[config.mk]
export PLATFORM = sky130hd
export DESIGN_NAME = bitwise_rpn_stack_evaluator
export DESIGN_NICKNAME = d
export VERILOG_FILES = /design/src/sv/brpn_pkg.sv /design/src/sv/bitwise_rpn_stack_evaluator.sv /design/src/sv/brpn_cell.sv /design/src/sv/brpn_alu.sv
export SDC_FILE = /design/constraint.sdc
export NUM_CORES = 2
export LEC_CHECK = 0
export ABC_AREA = 0
export BUFFER_PORTS_ARGS = -buffer_cell sky130_fd_sc_hd__buf_2
export CORE_MARGIN = 2
export CORE_UTILIZATION = 45
export CTS_BUF_LIST = sky130_fd_sc_hd__clkbuf_4 sky130_fd_sc_hd__clkbuf_8
export CTS_CLUSTER_SIZE = 25
export DETAILED_ROUTE_END_ITERATION = 10
export PLACE_DENSITY = 0.62
export SETUP_SLACK_MARGIN = 0.2
export SLEW_MARGIN = 20
export SYNTH_ARGS = -nofsm -noshare
export SYNTH_HDL_FRONTEND = slang
export SYNTH_HIERARCHICAL = 1
export SYNTH_SLANG_ARGS = --single-unit
export TNS_END_PERCENT = 100
[constraint.sdc]
create_clock -name clk -period 7.6 [get_ports clk]
set_input_delay 1.14 -clock clk [delete_from_list [all_inputs] [get_ports clk]]
set_output_delay 1.14 -clock clk [all_outputs]
set_load 0.005 [all_outputs]
[src/sv/brpn_pkg.sv]
// Shared types and constants for the bitwise postfix stack evaluator.
// No dependencies; every other file in the block imports this package.
package brpn_pkg;

  // Number of operand entries held in the cell chain.
  localparam int STACK_DEPTH = 64;
  // Width of the occupancy count, wide enough to hold STACK_DEPTH itself.
  localparam int CNT_W = $clog2(STACK_DEPTH + 1);
  localparam int DATA_W = 32;

  // Token operation codes.
  typedef enum logic [2:0] {
    OP_LIT = 3'd0,
    OP_VAR = 3'd1,
    OP_AND = 3'd2,
    OP_OR  = 3'd3,
    OP_XOR = 3'd4,
    OP_NOT = 3'd5,
    OP_SHL = 3'd6,
    OP_SHR = 3'd7
  } op_t;

  // Result error codes.
  typedef enum logic [1:0] {
    ERR_OK    = 2'd0,
    ERR_UNDER = 2'd1,
    ERR_OVER  = 2'd2,
    ERR_EMPTY = 2'd3
  } err_t;

  // Per-cycle move of one stack cell.
  typedef enum logic [1:0] {
    SH_HOLD = 2'd0,
    SH_DOWN = 2'd1,
    SH_UP   = 2'd2
  } shift_t;

  // Input token.
  typedef struct packed {
    op_t                       operation;
    logic signed [DATA_W-1:0]  literal;
    logic                      last_token;
  } in_item_t;

  // Result of one expression.
  typedef struct packed {
    logic signed [DATA_W-1:0]  value;
    err_t                      error_code;
  } out_item_t;

endpackage

[src/sv/bitwise_rpn_stack_evaluator.sv]
// Top level of the bitwise postfix stack evaluator.
// Depends on brpn_pkg, brpn_cell and brpn_alu.
//
// Usage:
//   Tokens arrive on the in_valid/in_ready channel, one per transfer. A token
//   pushes its literal, pushes the configured variable, or applies and, or,
//   xor, not, shift left or arithmetic shift right to the stack top.
//   Write the variable through cfg_we/cfg_wdata only while the block is idle;
//   the block does not enforce this. A token marked last_token produces one
//   result on out_valid/out_ready: the stack top and an error code (underflow,
//   overflow, empty result); the stack and the sticky error are then emptied
//   for the next expression. Throughput is one token per cycle unless a last
//   token waits: every error-free token is a single shift of the cell chain,
//   with the binary operator computed on the two top cells. out_valid is set
//   in the cycle after the transfer of a last token. The result sits in an
//   output register. While it waits, tokens that are not last are still
//   accepted; a last token waits until the register is free or is being taken
//   in the same cycle. Synchronous reset empties the stack, clears the error,
//   the pending result and the variable; no clearing pass is needed.
module bitwise_rpn_stack_evaluator (
  input  logic                        clk,
  input  logic                        rst,
  input  logic                        cfg_we,
  input  logic [brpn_pkg::DATA_W-1:0] cfg_wdata,
  input  logic                        in_valid,
  output logic                        in_ready,
  input  brpn_pkg::in_item_t          in_item,
  output logic                        out_valid,
  input  logic                        out_ready,
  output brpn_pkg::out_item_t         out_item
);
  import brpn_pkg::*;

  logic [DATA_W-1:0] variable_value;
  logic [CNT_W-1:0]  stack_count;
  logic [CNT_W-1:0]  stack_count_next;
  err_t              sticky_error;
  err_t              sticky_error_next;

  logic [DATA_W-1:0] cell_q [STACK_DEPTH];
  logic [DATA_W-1:0] top_in;
  logic [DATA_W-1:0] alu_out;
  logic [DATA_W-1:0] push_val;
  logic [DATA_W-1:0] top_after;
  shift_t            mode_top;
  shift_t            mode_rest;

  logic              accept;
  logic              is_push;
  logic              is_not;
  logic              is_bin;
  logic              full;
  logic              push_ok;
  logic              not_ok;
  logic              bin_ok;
  err_t              tok_err;
  err_t              err_now;
  err_t              final_err;

  // Configuration register.
  always_ff @(posedge clk) begin
    if (rst) begin
      variable_value <= '0;
    end else if (cfg_we) begin
      variable_value <= cfg_wdata;
    end
  end

  // A last token needs the output register; other tokens always go through.
  assign in_ready = ~out_valid | out_ready | ~in_item.last_token;
  assign accept   = in_valid & in_ready;

  // Token decode and stack bounds checks.
  assign is_push  = (in_item.operation == OP_LIT) || (in_item.operation == OP_VAR);
  assign is_not   = (in_item.operation == OP_NOT);
  assign is_bin   = ~is_push & ~is_not;
  assign full     = (stack_count == CNT_W'(STACK_DEPTH));
  assign push_ok  = is_push & ~full;
  assign not_ok   = is_not & (stack_count != '0);
  assign bin_ok   = is_bin & (stack_count >= CNT_W'(2));
  assign push_val = (in_item.operation == OP_LIT) ? DATA_W'(in_item.literal)
                                                  : variable_value;

  brpn_alu u_alu (
    .op     (in_item.operation),
    .a      (cell_q[1]),
    .b      (cell_q[0]),
    .result (alu_out)
  );

  // Error of this token alone, then the first-error-wins merge.
  always_comb begin
    tok_err = ERR_OK;
    if (is_push && full) begin
      tok_err = ERR_OVER;
    end else if ((is_not && !not_ok) || (is_bin && !bin_ok)) begin
      tok_err = ERR_UNDER;
    end
  end

  assign err_now = (sticky_error != ERR_OK) ? sticky_error : tok_err;

  // Stack top and count once this token is applied.
  always_comb begin
    stack_count_next = stack_count;
    top_in           = push_val;
    top_after        = cell_q[0];
    if (push_ok) begin
      stack_count_next = stack_count + CNT_W'(1);
      top_in           = push_val;
      top_after        = push_val;
    end else if (bin_ok) begin
      stack_count_next = stack_count - CNT_W'(1);
      top_in           = alu_out;
      top_after        = alu_out;
    end else if (not_ok) begin
      top_in    = ~cell_q[0];
      top_after = ~cell_q[0];
    end
  end

  always_comb begin
    if (err_now != ERR_OK) begin
      final_err = err_now;
    end else if (stack_count_next == '0) begin
      final_err = ERR_EMPTY;
    end else begin
      final_err = ERR_OK;
    end
  end

  assign sticky_error_next = err_now;

  // Shift commands for the top cell and for the rest of the chain.
  always_comb begin
    mode_top  = SH_HOLD;
    mode_rest = SH_HOLD;
    if (accept) begin
      if (push_ok) begin
        mode_top  = SH_DOWN;
        mode_rest = SH_DOWN;
      end else if (bin_ok) begin
        mode_top  = SH_DOWN;
        mode_rest = SH_UP;
      end else if (not_ok) begin
        mode_top  = SH_DOWN;
      end
    end
  end

  // Chain of stack cells; cell 0 is the top of the stack.
  for (genvar i = 0; i < STACK_DEPTH; i++) begin : g_cell
    logic [DATA_W-1:0] prev_d;
    logic [DATA_W-1:0] next_d;
    shift_t            cell_mode;

    if (i == 0) begin : g_top
      assign prev_d    = top_in;
      assign cell_mode = mode_top;
    end else begin : g_body
      assign prev_d    = cell_q[i-1];
      assign cell_mode = mode_rest;
    end

    if (i == STACK_DEPTH - 1) begin : g_bottom
      assign next_d = '0;
    end else begin : g_link
      assign next_d = cell_q[i+1];
    end

    brpn_cell u_cell (
      .clk       (clk),
      .mode      (cell_mode),
      .from_prev (prev_d),
      .from_next (next_d),
      .data      (cell_q[i])
    );
  end

  // Stack count and sticky error; a last token starts a fresh expression.
  always_ff @(posedge clk) begin
    if (rst) begin
      stack_count  <= '0;
      sticky_error <= ERR_OK;
    end else if (accept) begin
      if (in_item.last_token) begin
        stack_count  <= '0;
        sticky_error <= ERR_OK;
      end else begin
        stack_count  <= stack_count_next;
        sticky_error <= sticky_error_next;
      end
    end
  end

  // Output register control.
  always_ff @(posedge clk) begin
    if (rst) begin
      out_valid <= 1'b0;
    end else if (accept && in_item.last_token) begin
      out_valid <= 1'b1;
    end else if (out_ready) begin
      out_valid <= 1'b0;
    end
  end

  // Output register payload; the value reads zero on any error.
  always_ff @(posedge clk) begin
    if (accept && in_item.last_token) begin
      out_item.error_code <= final_err;
      out_item.value      <= (final_err == ERR_OK) ? $signed(top_after) : '0;
    end
  end

endmodule

[src/sv/brpn_cell.sv]
// One entry of the operand stack, held in a shift chain of identical cells.
// Depends on brpn_pkg for the shift command type.
module brpn_cell (
  input  logic                        clk,
  input  brpn_pkg::shift_t            mode,
  input  logic [brpn_pkg::DATA_W-1:0] from_prev,
  input  logic [brpn_pkg::DATA_W-1:0] from_next,
  output logic [brpn_pkg::DATA_W-1:0] data
);
  import brpn_pkg::*;

  // A push moves entries away from the top; a pop pulls them toward it.
  always_ff @(posedge clk) begin
    case (mode)
      SH_DOWN: data <= from_prev;
      SH_UP:   data <= from_next;
      default: data <= data;
    endcase
  end

endmodule

[src/sv/brpn_alu.sv]
// Bitwise binary operator unit working on the two top stack entries.
// Depends on brpn_pkg for the operation codes.
module brpn_alu (
  input  brpn_pkg::op_t               op,
  input  logic [brpn_pkg::DATA_W-1:0] a,
  input  logic [brpn_pkg::DATA_W-1:0] b,
  output logic [brpn_pkg::DATA_W-1:0] result
);
  import brpn_pkg::*;

  localparam int SH_W = $clog2(DATA_W);

  logic                     big_shift;
  logic [SH_W-1:0]          amount;
  logic [DATA_W-1:0]        shl_val;
  logic signed [DATA_W-1:0] sra_val;
  logic [DATA_W-1:0]        shr_val;

  // Any amount of DATA_W or more counts as a full shift.
  assign big_shift = |b[DATA_W-1:SH_W];
  assign amount    = b[SH_W-1:0];

  // The arithmetic shift is kept in a signed signal of its own so the sign fill survives.
  assign sra_val = $signed(a) >>> amount;

  assign shl_val = big_shift ? '0 : (a << amount);
  assign shr_val = big_shift ? {DATA_W{a[DATA_W-1]}} : sra_val;

  // Select the operator result.
  always_comb begin
    case (op)
      OP_AND:  result = a & b;
      OP_OR:   result = a | b;
      OP_XOR:  result = a ^ b;
      OP_SHL:  result = shl_val;
      OP_SHR:  result = shr_val;
      default: result = a;
    endcase
  end

endmodule

==> results.md <==
- The cell with the most instances on the worst path is sky130_fd_sc_hd__buf_4.
- The die is 495.7 µm tall.
- The largest individual stage delay along the critical path comes from the cell sky130_fd_sc_hd__buf_4.
- Measured on the finished design, the core utilization comes to 0.4835.
- The number of antenna violations at the first check in global routing was 2.
- The total power density per cell area is 271.6 nW/µm².
- The first-pass detailed-route iteration total is 7.
- The via count of the first global-routing pass is 55960.
- The share of the yosys chip area belonging to registers is 0.5823.
- Each instance of the synthesized netlist takes up on average 18.12 µm².
- The leakage power total is 42.51 nW.
- The maximum net fanout on the critical path is 65.
- The die area is 245700 µm².
- In the synthesized netlist, the number of instances is 6004.
- The number of filler cells placed in the layout is 20150.
- Across the routed clock network, the largest skew measured is 144.2 ps.
- The path with the worst hold slack has its endpoint at variable_value[0]$_SDFFE_PP0P_.
- The signed area change from the synthesized netlist to the final layout is 6.873%.
- The buffers plus inverters on the worst setup path is 2.
- The global placer's final weighted congestion is 0.9294.
- The fraction of layout cells with a size suffix above 1 is 0.4631.
- STA puts the critical path data required time at 8370 ps.
- The H-tree depth reported by CTS is 5.
- The core region is 240500 µm².
- The count of distinct cell types in the synthesized netlist is 81.
- The worst slew margin relative to its limit is -0.4845.
- The Yosys step of the flow raised 6 warnings.
- The reg-to-reg setup timing slack is 3210 ps.
- TritonCTS created 373 clock buffers.
- The type of the worst setup path is reg -> reg.
- The number of stages on the worst hold path is 3.
- The initial core utilization is 0.4524.
- Across every metal layer, demand over resource in global routing totals 0.1905.
- Walking the worst path, the cells encountered are buf_4 -> buf_4 -> mux2_2 -> mux2i_1 -> a21oi_1 -> nor3_1 -> o22ai_1 -> nand2_1 -> o221ai_1 -> mux2_4.
- For this design, the sink count on the clock tree is 2124.
- The peak ir drop on the vdd network is 0.1619 mV.
- The number of nets with antenna violations after routing is 0.
- For this run, asynchronously set or reset flops after synthesis account for 0.
- After routing, the total negative slack on setup checks comes to 0 ps.
- Data arrives at the worst endpoint at 5160 ps.
- Setup slack on the critical path of the routed design comes to 3208 ps.
- The total of endpoints with negative setup slack in the final report is 0.
- The aggregate global routing overflow is 0.
- Leaving out fill and tap cells, the most frequent cells in the layout are sky130_fd_sc_hd__edfxtp_1 (2082), sky130_fd_sc_hd__mux2_4 (1920), sky130_fd_sc_hd__clkbuf_8 (384).
- The cell area that synthesis handed to floorplanning was 108800 µm².
- Summed over all layers, the routed wires come to 239900 µm.
- The starting DRC count in detailed routing is 4670.
- STA classifies the critical path endpoint as a flop.
- The number of buffers between clock root and the deepest sink is 4.
- The class of the tightest hold or removal check is in -> reg.
- The busiest layer in global routing is met2.
- The transition time at the pin with the least slew margin is 2227 ps.
- Detailed routing inserted a total of 53460 vias.
- The launch point of the critical path is g_cell[0].u_cell/data[1]$_DFFE_PP_.
- The hold violation total from the final report is 0.
- The cell family contributing the most delay on the critical path is multiplexers.
- The startpoint identified for the worst register-to-register timing path is g_cell[0].u_cell/data[1]$_DFFE_PP_.
- The startpoint of the lowest-slack hold path is cfg_wdata[0].
- Leaving out fill and tap cells, the most frequent cell in the layout is sky130_fd_sc_hd__edfxtp_1.
- The number of enable flip-flop cells after synthesis is 2082.
- After clock tree synthesis, the flow added hold-fix buffers numbering 0.
- The final reports fail on max-slew violations.
- The post-synthesis sequential element count is 2124.
- TritonCTS built the clock tree.
- Once the clock tree was built, the resizer swapped 0 gates to a different size.
- For this run, the slowest stage of the critical path takes 660 ps.
- The clock latency at the later pin of the worst-skew pair is 1110 ps.
- The period utilization is 0.5779.
- Total power for the finished layout comes to 31.58 mW.
- The max-slew violation count came to 33.
- The number of cells on the worst reg-to-reg path is 10.
- The worst setup path is launched from a flop.
- The number of setup buffers added after CTS is 0.
- For this run, design rule violations remaining after detail routing come to 0.
- The met3 layer usage reported by global route is 0.02702.
- The first global-routing pass estimated 362900 µm of wire.
- In the routed layout, each cell is associated on average with a via count of 5.534.
- After clock tree synthesis, the clock-pin slew on the worst setup and hold paths is 60 ps.
- Subtracting the final worst setup slack from the clock period gives 4392 ps.
- The count of pins on the block boundary is 109.
- In this run the clock root is driven by a sky130_fd_sc_hd__clkbuf_8.
- The achievable clock frequency is 227.7 MHz.
- The flow ran to the end, but the final reports show violations.
- Entering global routing, the biggest net connects 66 pins.
- The half-perimeter wire length after placement is 163800 µm.
- Setup repair after global routing left no endpoint under its margin.
- The count of input and output buffers is 108.
- The primary flip-flop cell chosen by synthesis mapping is sky130_fd_sc_hd__edfxtp_1.
- Across the run, the number of max-cap violations was 0.
- The worst register-to-register path ends at g_cell[0].u_cell/data[7]$_DFFE_PP_.
- The net count reported at finish is 6404.
- Before CTS, the worst setup slack after placement is 2598 ps.
- In this run the horizontal extent of the chip is 495.7 µm.
- The fraction of met1 tracks used by global routing is 0.2762.
- In the final routed layout, each cell accounts on average for 24.84 µm.
- The floorplan has 180 rows.
- The met2 track utilization from global routing is 0.2962.
-- worst reg2reg max path: stages, from the launching register on --
cell,delay [ps]
sky130_fd_sc_hd__edfxtp_1,320
sky130_fd_sc_hd__buf_4,660
sky130_fd_sc_hd__buf_4,650
sky130_fd_sc_hd__mux2_2,420
sky130_fd_sc_hd__mux2i_1,650
sky130_fd_sc_hd__a21oi_1,320
sky130_fd_sc_hd__nor3_1,400
sky130_fd_sc_hd__o22ai_1,170
sky130_fd_sc_hd__nand2_1,130
sky130_fd_sc_hd__o221ai_1,130
sky130_fd_sc_hd__mux2_4,310
-- routing by layer --
metal	part of all wire	up-vias
met2	0.46	1642
met4	0.025	0
met1	0.46	27830
met5	0	-
li1	-	23570
met3	0.047	414
-- synth_stat cells (15+ instances only) --
master,count,area share
sky130_fd_sc_hd__mux2_4,1920,0.26
sky130_fd_sc_hd__edfxtp_1,2082,0.57
sky130_fd_sc_hd__ha_1,133,0.015
sky130_fd_sc_hd__buf_2,47,0.0022
sky130_fd_sc_hd__nor3_1,26,0.0012
sky130_fd_sc_hd__clkbuf_1,63,0.0022
sky130_fd_sc_hd__o21ai_0,74,0.0034
sky130_fd_sc_hd__nand3_1,54,0.0025
sky130_fd_sc_hd__o22ai_1,72,0.0041
sky130_fd_sc_hd__mux2i_1,102,0.0094
sky130_fd_sc_hd__inv_1,198,0.0068
sky130_fd_sc_hd__a21oi_1,183,0.0084
sky130_fd_sc_hd__buf_1,15,0.00052
sky130_fd_sc_hd__dfxtp_1,42,0.0077
sky130_fd_sc_hd__nor2_1,147,0.0051
sky130_fd_sc_hd__buf_6,78,0.0081
sky130_fd_sc_hd__nand2_1,142,0.0049
sky130_fd_sc_hd__mux4_2,48,0.0099
sky130_fd_sc_hd__mux2_2,148,0.015
sky130_fd_sc_hd__o221ai_1,40,0.0032
sky130_fd_sc_hd__buf_12,192,0.035
-- through the flow --
stage                     area (µm²)  std cells  hold WS, ps
after global placement        109000       9006        472.8
after detailed placement      109000       9007        482.9
final                         116300       9660        370.7
after floorplan               108900       6036        459.6
after CTS                     116000       9654        278.0
after global routing          116300       9658        324.4
-- cell families (layout without fill, tap and decap cells) --
family,count (synthesis),count (layout),synth area share
multiplexers,2218,2218,0.2996
flip-flops,2124,2124,0.5823
buffers and inverters,606,1040,0.05591
AO/OA/AOI/OAI,486,486,0.02809
AND/OR/NAND/NOR,434,434,0.01863
adder cells (fa/ha/maj),133,133,0.01529
XOR/XNOR,2,2,0.0001610
other,1,38,0.00003446
-- area by class of cell --
class                           count  area (µm²)  area share
Multi-Input combinational cell   3306       39990      0.3439
Antenna cell                        5       12.51   0.0001076
Clock buffer                      503        6178     0.05313
Timing Repair Buffer              193        1204     0.01035
Sequential cell                  2124       63360      0.5449
Clock inverter                    144       808.3    0.006951
Inverter                          200       750.7    0.006456
Tap cell                         3185        3985     0.03427
-- state kept, by name, summed over array words and instances (netlist names) --
signal / cells
out_item: 34
sticky_error: 2
g_cell.u_cell/data: 2048
stack_count: 7
variable_value: 32
out_valid: 1
-- report_power, final --
group | total (mW) | internal (mW) | switching (mW)
Sequential | 15.9 | 14.8 | 1.09
Clock | 10.1 | 5.45 | 4.66
Combinational | 5.61 | 2.97 | 2.64
Total | 31.6 | 23.2 | 8.39
-- how the worst max path moves through the flow --
stage / to / slack, ps / cells past startpoint
2_1_floorplan: g_cell[10].u_cell/data[0]$_DFFE_PP_ / 2010 / 7
3_3_place_gp: g_cell[61].u_cell/data[2]$_DFFE_PP_ / 2270 / 9
3_5_place_dp: g_cell[36].u_cell/data[2]$_DFFE_PP_ / 2600 / 10
4_1_cts: g_cell[0].u_cell/data[7]$_DFFE_PP_ / 3300 / 10
5_1_grt: g_cell[0].u_cell/data[7]$_DFFE_PP_ / 3100 / 10
6_report: g_cell[0].u_cell/data[7]$_DFFE_PP_ / 3210 / 10
Power figures use the tool's default switching activity.
